**src/hdl/gfd_pkg.sv**
```systemverilog
// Shared constants, register codes and types for the gaze fixation detector.
// Used by gfd_div and by the top level gaze_fixation_dispersion_detector.
package gfd_pkg;

  localparam int WINDOW_DEPTH = 64;
  localparam int PTR_W        = $clog2(WINDOW_DEPTH);
  localparam int COORD_W      = 16;
  localparam int COUNT_W      = 16;
  localparam int SUM_W        = 2 * COORD_W;
  localparam int SPREAD_W     = COORD_W + 1;
  localparam int MINP_W       = 7;
  localparam int WIN_CNT_W    = PTR_W + 1;
  localparam int CFG_IDX_W    = 1;
  localparam int CFG_DATA_W   = 17;
  localparam int IN_DATA_W    = 2 * COORD_W;
  localparam int OUT_DATA_W   = 72;

  localparam logic [COUNT_W-1:0]    COUNT_MAX     = '1;
  localparam logic [MINP_W-1:0]     MINP_RESET    = MINP_W'(6);
  localparam logic [SPREAD_W-1:0]   MAXD_RESET    = SPREAD_W'(800);
  localparam logic [WIN_CNT_W-1:0]  WIN_FULL      = WIN_CNT_W'(WINDOW_DEPTH);

  // Configuration register indexes.
  localparam logic [CFG_IDX_W-1:0] REG_MIN_POINTS = 1'b0;
  localparam logic [CFG_IDX_W-1:0] REG_MAX_DISP   = 1'b1;

  // Status of the shared serial divider.
  typedef struct packed {
    logic busy;
    logic done;
  } div_status_t;

endpackage

```
**src/hdl/gfd_div.sv**
```systemverilog
// Serial restoring divider, one quotient bit per cycle, for the centroid.
// Depends on gfd_pkg. Requires the upper dividend half to be below the divisor.
module gfd_div (
  input  logic                           clk_i,
  input  logic                           rst_ni,
  input  logic                           start_i,
  input  logic [gfd_pkg::SUM_W-1:0]      dividend_i,
  input  logic [gfd_pkg::COUNT_W-1:0]    divisor_i,
  output gfd_pkg::div_status_t           status_o,
  output logic [gfd_pkg::COORD_W-1:0]    quotient_o
);
  import gfd_pkg::*;

  localparam int STEP_W = $clog2(COORD_W + 1);

  logic [COORD_W-1:0] rem_q, rem_d;
  logic [COORD_W-1:0] quo_q, quo_d;
  logic [COUNT_W-1:0] dvs_q, dvs_d;
  logic [STEP_W-1:0]  step_q, step_d;
  logic               busy_q, busy_d;
  logic               done_q, done_d;
  logic [COORD_W:0]   trial;
  logic               fits;

  // The quotient is known to fit in COORD_W bits, so the upper half of the
  // dividend seeds the remainder and only the lower half is shifted in.
  assign trial = {rem_q, quo_q[COORD_W-1]};
  assign fits  = trial >= {1'b0, dvs_q};

  always_comb begin
    rem_d  = rem_q;
    quo_d  = quo_q;
    dvs_d  = dvs_q;
    step_d = step_q;
    busy_d = busy_q;
    done_d = 1'b0;
    if (start_i) begin
      rem_d  = dividend_i[SUM_W-1:COORD_W];
      quo_d  = dividend_i[COORD_W-1:0];
      dvs_d  = divisor_i;
      step_d = STEP_W'(COORD_W);
      busy_d = 1'b1;
    end else if (busy_q) begin
      rem_d  = fits ? COORD_W'(trial - {1'b0, dvs_q}) : trial[COORD_W-1:0];
      quo_d  = {quo_q[COORD_W-2:0], fits};
      step_d = step_q - STEP_W'(1);
      if (step_q == STEP_W'(1)) begin
        busy_d = 1'b0;
        done_d = 1'b1;
      end
    end
  end

  always_ff @(posedge clk_i or negedge rst_ni) begin
    if (!rst_ni) begin
      busy_q <= 1'b0;
      done_q <= 1'b0;
      step_q <= '0;
    end else begin
      busy_q <= busy_d;
      done_q <= done_d;
      step_q <= step_d;
    end
  end

  always_ff @(posedge clk_i) begin
    rem_q <= rem_d;
    quo_q <= quo_d;
    dvs_q <= dvs_d;
  end

  assign status_o.busy = busy_q;
  assign status_o.done = done_q;
  assign quotient_o    = quo_q;

  start_while_busy: assert property (@(posedge clk_i) disable iff (!rst_ni)
    start_i |-> !busy_q)
    else $error("divider started while busy");

  done_ends_busy: assert property (@(posedge clk_i) disable iff (!rst_ni)
    done_q |-> $past(busy_q) && !busy_q)
    else $error("divider done without a finished run");

  step_bounded: assert property (@(posedge clk_i) disable iff (!rst_ni)
    busy_q |-> step_q != '0)
    else $error("divider busy with no steps left");

endmodule

```
**src/hdl/gaze_fixation_dispersion_detector.sv**
```systemverilog
// Gaze fixation detector by dispersion threshold, top level.
// Depends on gfd_pkg and instantiates the serial divider gfd_div.
//
// Each input item carries one gaze point (x in tdata[15:0], y in tdata[31:16],
// unsigned Q12.4 pixels) and produces exactly one result item. Outside a
// fixation the points are kept in a 64-entry ring memory; once the window
// holds min_points points, a sequencer reads the window back one entry per
// cycle to find its extent and sums, and the dispersion (x range plus y
// range) is compared against max_dispersion. Inside a fixation each point
// only updates running extent, sums and a saturating count. Whenever the
// block is in a fixation after the test, the centroid is formed by one
// serial divider used twice, sixteen quotient bits each. The input is ready
// only in the idle state. An item in a fixation is taken, updates the
// cluster and is tested; while the fixation holds, both divisions follow
// before its result is loaded. An item outside a fixation is taken and
// pushed into the window; once the window is long enough to test, its
// entries (up to 64) are read back and tested, with both divisions after
// the test when a fixation is open, before the result is loaded. The
// result is held in an output register, so the next item is taken while
// the last result waits; a result that is still waiting when the next one
// is ready stalls the block.
// Configuration is written through cfg_we_i/cfg_idx_i/cfg_data_i while the
// block is idle; index 0 is min_points, index 1 is max_dispersion.
module gaze_fixation_dispersion_detector (
  input  logic                               clk_i,
  input  logic                               rst_ni,
  input  logic                               cfg_we_i,
  input  logic [gfd_pkg::CFG_IDX_W-1:0]      cfg_idx_i,
  input  logic [gfd_pkg::CFG_DATA_W-1:0]     cfg_data_i,
  input  logic                               s_axis_tvalid,
  output logic                               s_axis_tready,
  // tdata from bit 0 up: x_coord[15:0], y_coord[31:16]
  input  logic [gfd_pkg::IN_DATA_W-1:0]      s_axis_tdata,
  output logic                               m_axis_tvalid,
  input  logic                               m_axis_tready,
  // tdata from bit 0 up: spread[16:0], centre_x[32:17], centre_y[48:33],
  // cluster_size[64:49], zero fill[71:65]
  output logic [gfd_pkg::OUT_DATA_W-1:0]     m_axis_tdata,
  // tuser from bit 0 up: is_fixation[0]
  output logic [0:0]                         m_axis_tuser
);
  import gfd_pkg::*;

  localparam logic [2:0] S_IDLE = 3'd0;
  localparam logic [2:0] S_FIX  = 3'd1;
  localparam logic [2:0] S_PUSH = 3'd2;
  localparam logic [2:0] S_SCAN = 3'd3;
  localparam logic [2:0] S_TEST = 3'd4;
  localparam logic [2:0] S_DIVX = 3'd5;
  localparam logic [2:0] S_DIVY = 3'd6;
  localparam logic [2:0] S_DONE = 3'd7;

  localparam int PAD_W = OUT_DATA_W - SPREAD_W - 3 * COORD_W;

  // Configuration.
  logic [MINP_W-1:0]   minp_cfg_q;
  logic [SPREAD_W-1:0] maxd_cfg_q;
  logic [MINP_W-1:0]   minp;

  // Sequencer and detector state.
  logic [2:0]           state_q, state_d;
  logic [COORD_W-1:0]   x_q, x_d, y_q, y_d;
  logic [PTR_W-1:0]     head_q, head_d;
  logic [COUNT_W-1:0]   count_q, count_d;
  logic                 in_fix_q, in_fix_d;
  logic [COORD_W-1:0]   low_x_q, low_x_d, high_x_q, high_x_d;
  logic [COORD_W-1:0]   low_y_q, low_y_d, high_y_q, high_y_d;
  logic [SUM_W-1:0]     tot_x_q, tot_x_d, tot_y_q, tot_y_d;
  logic [WIN_CNT_W-1:0] idx_q, idx_d;
  logic                 first_q, first_d;
  logic                 rd_vld_q, rd_vld_d;
  logic                 flag_q, flag_d;
  logic [SPREAD_W-1:0]  spread_q, spread_d;
  logic [COORD_W-1:0]   cx_q, cx_d;

  // Output register.
  logic                 m_valid_q, m_valid_d;
  logic [OUT_DATA_W-1:0] m_data_q, m_data_d;
  logic                 m_user_q, m_user_d;

  // Ring memory, x in the low half and y in the high half of each entry.
  logic [IN_DATA_W-1:0] ring_mem [WINDOW_DEPTH];
  logic                 mem_we, mem_re;
  logic [PTR_W-1:0]     mem_waddr, mem_raddr;
  logic [IN_DATA_W-1:0] mem_wdata, rd_data_q;
  logic [COORD_W-1:0]   px, py;

  // Window bookkeeping helpers.
  logic                 win_wrap;
  logic [PTR_W-1:0]     push_head;
  logic [WIN_CNT_W-1:0] push_cnt;
  logic [WIN_CNT_W-1:0] push_new_cnt;
  logic                 scan_issue;
  logic [SPREAD_W-1:0]  range_sum;
  logic                 spread_ok;
  logic                 do_test;

  // Divider.
  logic                 div_start;
  logic [SUM_W-1:0]     div_dividend;
  div_status_t          div_st;
  logic [COORD_W-1:0]   div_quot;

  assign s_axis_tready = (state_q == S_IDLE);
  assign m_axis_tvalid = m_valid_q;
  assign m_axis_tdata  = m_data_q;
  assign m_axis_tuser  = m_user_q;

  // A minimum of zero acts as one and one above the ring depth acts as the depth.
  always_comb begin
    if (minp_cfg_q == '0) begin
      minp = MINP_W'(1);
    end else if (minp_cfg_q > MINP_W'(WINDOW_DEPTH)) begin
      minp = MINP_W'(WINDOW_DEPTH);
    end else begin
      minp = minp_cfg_q;
    end
  end

  always_ff @(posedge clk_i or negedge rst_ni) begin
    if (!rst_ni) begin
      minp_cfg_q <= MINP_RESET;
      maxd_cfg_q <= MAXD_RESET;
    end else if (cfg_we_i) begin
      unique case (cfg_idx_i)
        REG_MIN_POINTS: minp_cfg_q <= cfg_data_i[MINP_W-1:0];
        REG_MAX_DISP:   maxd_cfg_q <= cfg_data_i[SPREAD_W-1:0];
        default:        ;
      endcase
    end
  end

  // Outside a fixation the count never exceeds the ring depth. A full ring
  // drops its oldest point before the new one is placed.
  assign win_wrap     = count_q[WIN_CNT_W-1:0] >= WIN_FULL;
  assign push_head    = win_wrap ? head_q + PTR_W'(1) : head_q;
  assign push_cnt     = win_wrap ? WIN_FULL - WIN_CNT_W'(1) : count_q[WIN_CNT_W-1:0];
  assign push_new_cnt = push_cnt + WIN_CNT_W'(1);

  assign scan_issue = (state_q == S_SCAN) && (idx_q < count_q[WIN_CNT_W-1:0]);
  assign px         = rd_data_q[COORD_W-1:0];
  assign py         = rd_data_q[IN_DATA_W-1:COORD_W];

  assign range_sum = SPREAD_W'(high_x_q - low_x_q) + SPREAD_W'(high_y_q - low_y_q);
  assign spread_ok = (range_sum != '0) && (range_sum <= maxd_cfg_q);
  assign do_test   = !in_fix_q || (count_q >= COUNT_W'(minp));

  // Memory port control.
  always_comb begin
    mem_we    = 1'b0;
    mem_waddr = push_head + push_cnt[PTR_W-1:0];
    mem_wdata = {y_q, x_q};
    if (state_q == S_PUSH) begin
      mem_we = 1'b1;
    end else if (state_q == S_TEST && in_fix_q && do_test && !spread_ok) begin
      // Leaving a fixation: the window restarts with the current point.
      mem_we    = 1'b1;
      mem_waddr = '0;
    end
    mem_re    = scan_issue;
    mem_raddr = head_q + idx_q[PTR_W-1:0];
  end

  always_ff @(posedge clk_i) begin
    if (mem_we) begin
      ring_mem[mem_waddr] <= mem_wdata;
    end
    if (mem_re) begin
      rd_data_q <= ring_mem[mem_raddr];
    end
  end

  assign div_dividend = (state_q == S_TEST) ? tot_x_q : tot_y_q;

  gfd_div u_div (
    .clk_i      (clk_i),
    .rst_ni     (rst_ni),
    .start_i    (div_start),
    .dividend_i (div_dividend),
    .divisor_i  (count_q),
    .status_o   (div_st),
    .quotient_o (div_quot)
  );

  always_comb begin
    state_d   = state_q;
    x_d       = x_q;
    y_d       = y_q;
    head_d    = head_q;
    count_d   = count_q;
    in_fix_d  = in_fix_q;
    low_x_d   = low_x_q;
    high_x_d  = high_x_q;
    low_y_d   = low_y_q;
    high_y_d  = high_y_q;
    tot_x_d   = tot_x_q;
    tot_y_d   = tot_y_q;
    idx_d     = idx_q;
    first_d   = first_q;
    rd_vld_d  = scan_issue;
    flag_d    = flag_q;
    spread_d  = spread_q;
    cx_d      = cx_q;
    m_valid_d = m_valid_q;
    m_data_d  = m_data_q;
    m_user_d  = m_user_q;
    div_start = 1'b0;

    if (m_valid_q && m_axis_tready) begin
      m_valid_d = 1'b0;
    end

    unique case (state_q)
      S_IDLE: begin
        if (s_axis_tvalid) begin
          x_d      = s_axis_tdata[COORD_W-1:0];
          y_d      = s_axis_tdata[IN_DATA_W-1:COORD_W];
          flag_d   = 1'b0;
          spread_d = '0;
          state_d  = in_fix_q ? S_FIX : S_PUSH;
        end
      end

      S_FIX: begin
        if (x_q < low_x_q)  low_x_d  = x_q;
        if (x_q > high_x_q) high_x_d = x_q;
        if (y_q < low_y_q)  low_y_d  = y_q;
        if (y_q > high_y_q) high_y_d = y_q;
        // Past the saturated count a point still widens the extent only.
        if (count_q != COUNT_MAX) begin
          count_d = count_q + COUNT_W'(1);
          tot_x_d = tot_x_q + SUM_W'(x_q);
          tot_y_d = tot_y_q + SUM_W'(y_q);
        end
        state_d = S_TEST;
      end

      S_PUSH: begin
        head_d  = push_head;
        count_d = COUNT_W'(push_new_cnt);
        idx_d   = '0;
        first_d = 1'b1;
        state_d = (push_new_cnt >= WIN_CNT_W'(minp)) ? S_SCAN : S_DONE;
      end

      S_SCAN: begin
        if (scan_issue) begin
          idx_d = idx_q + WIN_CNT_W'(1);
        end
        if (rd_vld_q) begin
          first_d = 1'b0;
          if (first_q) begin
            low_x_d  = px;
            high_x_d = px;
            low_y_d  = py;
            high_y_d = py;
            tot_x_d  = SUM_W'(px);
            tot_y_d  = SUM_W'(py);
          end else begin
            if (px < low_x_q)  low_x_d  = px;
            if (px > high_x_q) high_x_d = px;
            if (py < low_y_q)  low_y_d  = py;
            if (py > high_y_q) high_y_d = py;
            tot_x_d = tot_x_q + SUM_W'(px);
            tot_y_d = tot_y_q + SUM_W'(py);
          end
        end
        if (!scan_issue && !rd_vld_q) begin
          state_d = S_TEST;
        end
      end

      S_TEST: begin
        if (do_test) begin
          spread_d = range_sum;
          if (spread_ok) begin
            flag_d   = 1'b1;
            in_fix_d = 1'b1;
          end else if (in_fix_q) begin
            in_fix_d = 1'b0;
            head_d   = '0;
            count_d  = COUNT_W'(1);
          end else begin
            head_d  = head_q + PTR_W'(1);
            count_d = count_q - COUNT_W'(1);
          end
        end
        if (in_fix_d) begin
          div_start = 1'b1;
          state_d   = S_DIVX;
        end else begin
          state_d = S_DONE;
        end
      end

      S_DIVX: begin
        if (div_st.done) begin
          cx_d      = div_quot;
          div_start = 1'b1;
          state_d   = S_DIVY;
        end
      end

      S_DIVY: begin
        if (div_st.done) begin
          state_d = S_DONE;
        end
      end

      S_DONE: begin
        // The centroid and size are reported only while a fixation is open.
        if (!m_valid_q || m_axis_tready) begin
          m_valid_d = 1'b1;
          m_user_d  = flag_q;
          m_data_d  = {{PAD_W{1'b0}},
                       in_fix_q ? count_q  : COUNT_W'(0),
                       in_fix_q ? div_quot : COORD_W'(0),
                       in_fix_q ? cx_q     : COORD_W'(0),
                       spread_q};
          state_d   = S_IDLE;
        end
      end

      default: state_d = S_IDLE;
    endcase
  end

  always_ff @(posedge clk_i or negedge rst_ni) begin
    if (!rst_ni) begin
      state_q   <= S_IDLE;
      head_q    <= '0;
      count_q   <= '0;
      in_fix_q  <= 1'b0;
      low_x_q   <= '0;
      high_x_q  <= '0;
      low_y_q   <= '0;
      high_y_q  <= '0;
      tot_x_q   <= '0;
      tot_y_q   <= '0;
      idx_q     <= '0;
      first_q   <= 1'b0;
      rd_vld_q  <= 1'b0;
      m_valid_q <= 1'b0;
    end else begin
      state_q   <= state_d;
      head_q    <= head_d;
      count_q   <= count_d;
      in_fix_q  <= in_fix_d;
      low_x_q   <= low_x_d;
      high_x_q  <= high_x_d;
      low_y_q   <= low_y_d;
      high_y_q  <= high_y_d;
      tot_x_q   <= tot_x_d;
      tot_y_q   <= tot_y_d;
      idx_q     <= idx_d;
      first_q   <= first_d;
      rd_vld_q  <= rd_vld_d;
      m_valid_q <= m_valid_d;
    end
  end

  always_ff @(posedge clk_i) begin
    x_q      <= x_d;
    y_q      <= y_d;
    flag_q   <= flag_d;
    spread_q <= spread_d;
    cx_q     <= cx_d;
    m_data_q <= m_data_d;
    m_user_q <= m_user_d;
  end

  // An open fixation always holds at least one point.
  fix_has_points: assert property (@(posedge clk_i) disable iff (!rst_ni)
    in_fix_q |-> count_q != '0)
    else $error("fixation open with an empty cluster");

  // The sliding window never grows past the ring.
  window_in_ring: assert property (@(posedge clk_i) disable iff (!rst_ni)
    !in_fix_q |-> count_q <= COUNT_W'(WINDOW_DEPTH))
    else $error("sliding window exceeds the ring depth");

  // The divider is never running when a new item can be taken.
  idle_div_free: assert property (@(posedge clk_i) disable iff (!rst_ni)
    state_q == S_IDLE |-> !div_st.busy)
    else $error("divider busy while the block is idle");

  // A positive test result always leaves the fixation open.
  flag_means_fix: assert property (@(posedge clk_i) disable iff (!rst_ni)
    (state_q == S_DONE && flag_q) |-> in_fix_q)
    else $error("fixation flagged but not open");

endmodule

```
**config.mk**
```make
export PLATFORM = sky130hd
export DESIGN_NAME = gaze_fixation_dispersion_detector
export DESIGN_NICKNAME = d
export VERILOG_FILES = /design/src/hdl/gfd_pkg.sv /design/src/hdl/gfd_div.sv /design/src/hdl/gaze_fixation_dispersion_detector.sv
export SDC_FILE = /design/constraint.sdc
export NUM_CORES = 2
export LEC_CHECK = 0
export BUFFER_PORTS_ARGS = -buffer_cell sky130_fd_sc_hd__buf_2
export CORE_MARGIN = 2
export CORE_UTILIZATION = 48
export CTS_CLUSTER_DIAMETER = 40
export DETAILED_ROUTE_END_ITERATION = 6
export PLACE_DENSITY = 0.6
export RECOVER_POWER = 25
export SETUP_SLACK_MARGIN = 0.5
export SLEW_MARGIN = 20
export SYNTH_ARGS = -nofsm -noshare
export SYNTH_HDL_FRONTEND = slang
export SYNTH_SLANG_ARGS = --single-unit
```
**constraint.sdc**
```tcl
create_clock -name clk_i -period 8.1 [get_ports clk_i]
set_input_delay 0 -clock clk_i [delete_from_list [all_inputs] [get_ports clk_i]]
set_output_delay 0 -clock clk_i [all_outputs]
set_load 0.005 [all_outputs]
```
Word level (Yosys, flattened, before mapping)
Memories as Yosys holds them, arrays and structs flattened. A register that Yosys moved wholly into a read port is not among the register bits.
Index checks and enable logic that the tools add are counted.
W data, S select, Z words.
{"block": "classes", "n_addsub": 16, "n_reduce_logical": 40, "n_mux": 90, "order_cmp": 15, "n_eq_ne": 28, "bitwise": 1}
{"cell": "$mux W16", "n": 25}
{"cell": "$mux W32", "n": 7}
{"cell": "$add A32 B16 Y32", "n": 4}
{"cell": "$pmux W16 S2", "n": 4}
{"cell": "$pmux W32 S2", "n": 2}
{"cell": "$gt A16 B16 Y1", "n": 4}
{"cell": "$lt A16 B16 Y1", "n": 4}
{"cell": "$pmux W16 S3", "n": 1}
{"cell": "$mux W6", "n": 6}
{"cell": "$mux W17", "n": 2}
{"cell": "$pmux W17 S2", "n": 1}
{"cell": "$sub A16 B16 Y17", "n": 2}
{"cell": "$mux W7", "n": 4}
{"cell": "$ne A2 B2 Y1 const B", "n": 12}
{"cell": "$pmux W3 S8", "n": 1}
{"cell": "$reduce_and A4 Y1", "n": 6}
{"cell": "$mux W1", "n": 22}
{"cell": "$mux W3", "n": 6}
{"cell": "$add A17 B17 Y17", "n": 1}
{"cell": "$ge A17 B16 Y1", "n": 1}
{"cell": "$le A17 B17 Y1", "n": 1}
{"cell": "$reduce_bool A17 Y1", "n": 1}
{"cell": "$add A16 B1 Y16 const B", "n": 1}
{"cell": "$ge A16 B7 Y1", "n": 1}
{"cell": "33 further kinds", "n": 71}
{"block": "word_totals", "ramBits": 2048, "mem_count": 1, "output_inout_bits": 75, "input_bits": 55, "regBits": 375, "word_cells": 221}
{"name": "ring_mem", "depth": 64, "width": 32, "rd": 1, "rd_ports_with_merged_regs": 1, "write_ports": 1, "line_no": "gaze_fixation_dispersion_detector.sv:82", "source": "logic [IN_DATA_W-1:0] ring_mem [WINDOW_DEPTH];"}

Depth between registers and ports, before layout
{"block": "logic_depth", "word_depth": 11, "depth_mapped": 24, "mapped_depth_nobuf": 22}

By module
From an unflattened synthesis, not the netlist that was laid out.
{"block": "hier_totals", "cells_unflattened": 5890, "hier_area_um2": 105573.8}
{"module": "gaze_fixation_dispersion_detector", "cells_per_inst": 5619, "area_per_inst_um2": 102360.7, "n_inst": 1, "seq_area_each_um2": 71134.5}
{"module": "gfd_div", "cells_per_inst": 271, "area_per_inst_um2": 3213.1, "n_inst": 1, "seq_area_each_um2": 1616.6}

Least setup slack after synthesis
No wires, ideal clock.
{"block": "synth_path", "path_kind": "register -> register", "start": "register low_x_q[0]", "end": "memory ring_mem[0][0] (netlist bit) (enable)", "t_arrival_ns": 6.363, "required_ns": 7.668, "period_less_slack_ns": 6.794, "path_buffers": 0, "setup_ns": 0.432, "stages_incl_launch_ff": 21, "slack_ns": 1.306, "path_cell_list": "dfrtp_1 inv_1 fa_1 inv_1 fa_1 inv_1 ha_1 fa_1 a211oi_1 o21ai_1 a41oi_1 nor3_1 nor3_1 ha_1 nand4_1 nor2_1 and3_1 o32ai_4 nand4_1 a21boi_1 a21oi_1"}
{"block": "synth_between", "elab_chain_cells": 10, "elab_cells_between_ends": 13, "classes_between": "add/sub (2); order compare (1); mux (6); reduce/logical (4)"}
{"item": "from (decl)", "line_no": "gaze_fixation_dispersion_detector.sv:66", "source": "logic [COORD_W-1:0] low_x_q, low_x_d, high_x_q, high_x_d;"}
{"item": "from (signal assigned)", "line_no": "gaze_fixation_dispersion_detector.sv:349", "source": "low_x_q <= low_x_d;"}
{"item": "$sub A16 B16 Y17 *", "line_no": "gaze_fixation_dispersion_detector.sv:144", "source": "assign range_sum = SPREAD_W'(high_x_q - low_x_q) + SPREAD_W'(high_y_q - low_y_q);"}
{"item": "$add A17 B17 Y17 *", "line_no": "gaze_fixation_dispersion_detector.sv:144"}
{"item": "named net range_sum[16]", "line_no": "gaze_fixation_dispersion_detector.sv:94", "source": "logic [SPREAD_W-1:0] range_sum;"}
{"item": "$le A17 B17 Y1 / $reduce_bool A17 Y1 (equally long branches)", "line_no": "gaze_fixation_dispersion_detector.sv:145", "source": "assign spread_ok = (range_sum != '0) && (range_sum <= maxd_cfg_q);"}
{"item": "$logic_and A1 B1 Y1 *", "line_no": "gaze_fixation_dispersion_detector.sv:145"}
{"item": "$logic_not A1 Y1 *", "line_no": "gaze_fixation_dispersion_detector.sv:155", "source": "end else if (state_q == S_TEST && in_fix_q && do_test && !spread_ok) begin"}
{"item": "$logic_and A1 B1 Y1 *", "line_no": "gaze_fixation_dispersion_detector.sv:155"}
{"item": "$mux W1", "line_no": "gaze_fixation_dispersion_detector.sv:155"}
{"item": "$mux W1", "line_no": "gaze_fixation_dispersion_detector.sv:153", "source": "if (state_q == S_PUSH) begin"}
{"item": "$mux W1", "line_no": "gaze_fixation_dispersion_detector.sv:165", "source": "if (mem_we) begin"}
{"item": "$mux W1 (implied by the code)", "line_no": "gaze_fixation_dispersion_detector.sv:166", "source": "ring_mem[mem_waddr] <= mem_wdata;"}
{"item": "to (decl)", "line_no": "gaze_fixation_dispersion_detector.sv:82"}
The timed path passes the listed nets; every way through them passes the cells marked *.

Worst setup path in the final report
{"block": "layout_path", "start": "register low_x_q[0]", "end": "memory ring_mem[54][15] (netlist bit) (enable)"}
The elaborated chain is that of the path after synthesis.

==> impl_metrics.tcl <==
set metrics [dict create \
    cp.arrival_ns 7.62 \
    coreArea_sq_um 219000 \
    worst_pin_slew_ns 4.69 \
    drive_gt1_share_pct 25.1 \
    setup_violations 0 \
    grt_pass1_wl_um 419000 \
    dp.cells 8842 \
    synth_most_common_cell "edfxtp_1" \
    setup_tns_ns 0 \
    dieWidth_um 473 \
    vdd_ir_drop_max_v 0.000522 \
    first_iter_violations 6802 \
    synth_area_leaders "edfxtp_1 (64%), mux4_2 (14%), dfrtp_1 (4.5%), ha_1 (3.3%), a21oi_1 (1.2%)" \
    grt_overflow_total 0 \
    synth_area_per_cell_sq_um 17.7 \
    cts.htree.levels 5 \
    multiInputGateArea_sq_um 31500 \
    ys_types 81 \
    synth_ff_type "edfxtp_1" \
    rsz0062_at_grt "false" \
    grt_use_total_pct 26.1 \
    hold_violations 0 \
    instances_no_fill 9629 \
    finClkSkew_ns 0.0922 \
    drtPass1Iterations 6 \
    timing.slew.headroom_pct -213 \
    cp_max_fo 32 \
    ys_warn_count 0 \
    cts_resized 0 \
    cts_buffers 370 \
    antenna_found_initial 17 \
    fin_crit_sh_pct 87.7 \
    yosysTopAreaCell "edfxtp_1" \
    viasPerCell 6.11 \
    period_needed_ns 7.11 \
    area_growth_pct 17.8 \
    regArea_sq_um 72800 \
    p_leak_nw 42.2 \
    fin_total_pwr_mw 56.1 \
    drc_errors 0 \
    portBuffers 122 \
    max_freq_mhz 141 \
    row_count 172 \
    nets 6836 \
    cts_tree "done" \
    async_reset_ff_share_pct 7.94 \
    vias 58820 \
    maxSlewViolCount 1266 \
    seq_area_frac_synth_pct 69.0 \
    cts_sinks 2455 \
    synthTopCellsByCount "edfxtp_1 (2260), mux4_2 (640), nor2_1 (299)" \
    synth_edf_count 2260 \
    syn_area_sq_um 105000 \
    cts_max_path_buffers 4 \
    hold_path.class "input port to flop" \
    syn_inst 5943 \
    worst-setup-path-type "flop to flop" \
    fp.dieH_um 473 \
    dieArea_sq_um 223000 \
    power.density_nw_per_um2 452 \
    synth_seq_cells 2455 \
    cap_viol_max_count 33 \
    critPathCaptureType "flop" \
    final_antenna_net_count 0 \
    avgRoutedWirePerCell_um 30.4 \
    clk_pin_slew_ns 0.06 \
    fin_util_pct 56.7 \
    start_kind "flop" \
    postCtsSetupBuffers 0 \
    grt_pass1_vias 58603 \
    status "finished with violations" \
    place_congestion 0.917 \
    violations "capacitance limit, slew limit" \
    io_pins 130 \
    nFillCells 16574 \
    dp_hpwl_um 188000 \
    start_util_pct 48.1 \
    wl_um 293000 \
    grt_max_degree 100 \
    root_buffer "clkbuf_16" \
    clock_latency_ns 0.96 \
    synth_top_area_share_pct 64.4 \
    required_ns 8.61 \
]
## path summary, 6_finish.rpt
kind / cells past startpoint / slack, ns / endpoint / startpoint
max: 22 / 0.99 / ring_mem[54][15]$_DFFE_PP_ / low_x_q[0]$_DFFE_PN0P_
min: 3 / 0.29 / x_q[1]$_DFFE_PP_ / s_axis_tdata[1]
max reg2reg: 22 / 0.99 / ring_mem[54][15]$_DFFE_PP_ / low_x_q[0]$_DFFE_PN0P_
min reg2reg: 0 / 0.42 / m_axis_tdata[5]$_DFFE_PP_ / spread_q[5]$_SDFFCE_PN0P_
max in group asynchronous: 4 / 2.81 / tot_x_q[0]$_DFFE_PN0P_ / rst_ni
min in group asynchronous: 3 / 0.71 / maxd_cfg_q[8]$_DFFE_PN1P_ / rst_ni
## per-stage QoR
| step | worst slack [ns] | area, sq um | hold slack [ns] |
|---|---|---|---|
| floorplan | 1.31 | 105000 | -0.296 |
| global placement | 1.00 | 111000 | 0.0923 |
| detailed placement | 1.03 | 111000 | 0.105 |
| CTS | 0.981 | 124000 | 0.198 |
| global route | 0.486 | 124000 | 0.249 |
| finish | 0.993 | 124000 | 0.286 |
## logic make-up (layout without fill, tap and decap cells)
kind of cell	Yosys count	in the layout	synth area share, %
flops	2455	2455	69.0
simple gates	1019	1019	4.59
compound gates	835	835	5.12
mux	748	748	14.8
buf+inv	479	1285	1.74
fa+ha+maj	314	314	4.00
xor+xnor	92	92	0.764
other cells	1	10	0.00356
## cell usage in the layout (no fill, tap or decap), types with 34 or more instances in the layout
cell type / instances
a211oi_1: 66
a21o_1: 86
a21oi_1: 249
a31oi_1: 55
buf_2: 114
buf_4: 124
clkbuf_1: 70
clkbuf_16: 373
clkinv_1: 46
clkinv_2: 51
clkinvlp_4: 46
dfrtp_1: 189
dlygate4sd3_1: 114
edfxtp_1: 2260
fa_1: 38
ha_1: 274
inv_1: 191
inv_6: 39
mux2_2: 65
mux2i_1: 43
mux4_2: 640
nand2_1: 295
nand3_1: 45
nand4_1: 60
nor2_1: 242
nor2_4: 56
nor2b_1: 62
nor3_1: 47
o21ai_0: 135
xnor2_1: 54
xor2_1: 34
## power by group
group / internal (mW) / switching (mW)
registers: 15.1 / 0.879
logic: 10.6 / 14.2
clock network: 9.59 / 5.85
total: 35.3 / 20.9
## routing by layer
layer  part of all wire, %  vias to the layer above  GRT usage (%)
met3                   8.4                      514           5.89
met5                 0.019                        -              0
met4                   3.9                        8           9.42
li1                      -                    25120              -
met2                    47                     2521           40.8
met1                    41                    30657           36.3
## state kept, by name, summed over array words and instances, names as in the netlist, 17 cells and up
name	count
ring_mem	2048
maxd_cfg_q	17
tot_y_q	32
tot_x_q	32
spread_q	17
rd_data_q	32
m_axis_tdata	65
## critical path, cell delays in order, from the launching register on
cell,delay [ns]
dfrtp_1,0.37
inv_1,0.08
fa_1,0.54
inv_1,0.07
fa_1,0.49
inv_1,0.05
ha_1,0.23
fa_1,0.51
a211oi_1,0.38
o21ai_1,0.24
a41oi_1,0.34
nor3_1,0.09
nor3_1,0.51
ha_1,0.35
a21oi_1,0.14
o21ai_0,0.10
a21oi_1,0.21
o32ai_4,0.21
nand4_1,0.17
buf_4,0.35
nand4_1,0.14
buf_4,0.23
nor2_4,0.84
## layout make-up
type                       count  share of cell area (%)
clock buffer                 406                    7.67
tap                         2871                    2.89
antenna                        3                 0.00605
inverter                     193                   0.583
clock inverter               254                    2.04
timing repair buffer         432                    2.85
multi-input combinational   3015                    25.4
sequential                  2455                    58.6
## repair_timing
item | in CTS | in global routing
hold buffers | 115 | 0
setup endpoints to repair | 0 | 2
endpoints found under the hold margin | 237 | 0
Note: power is estimated with default switching activity, not from simulation.
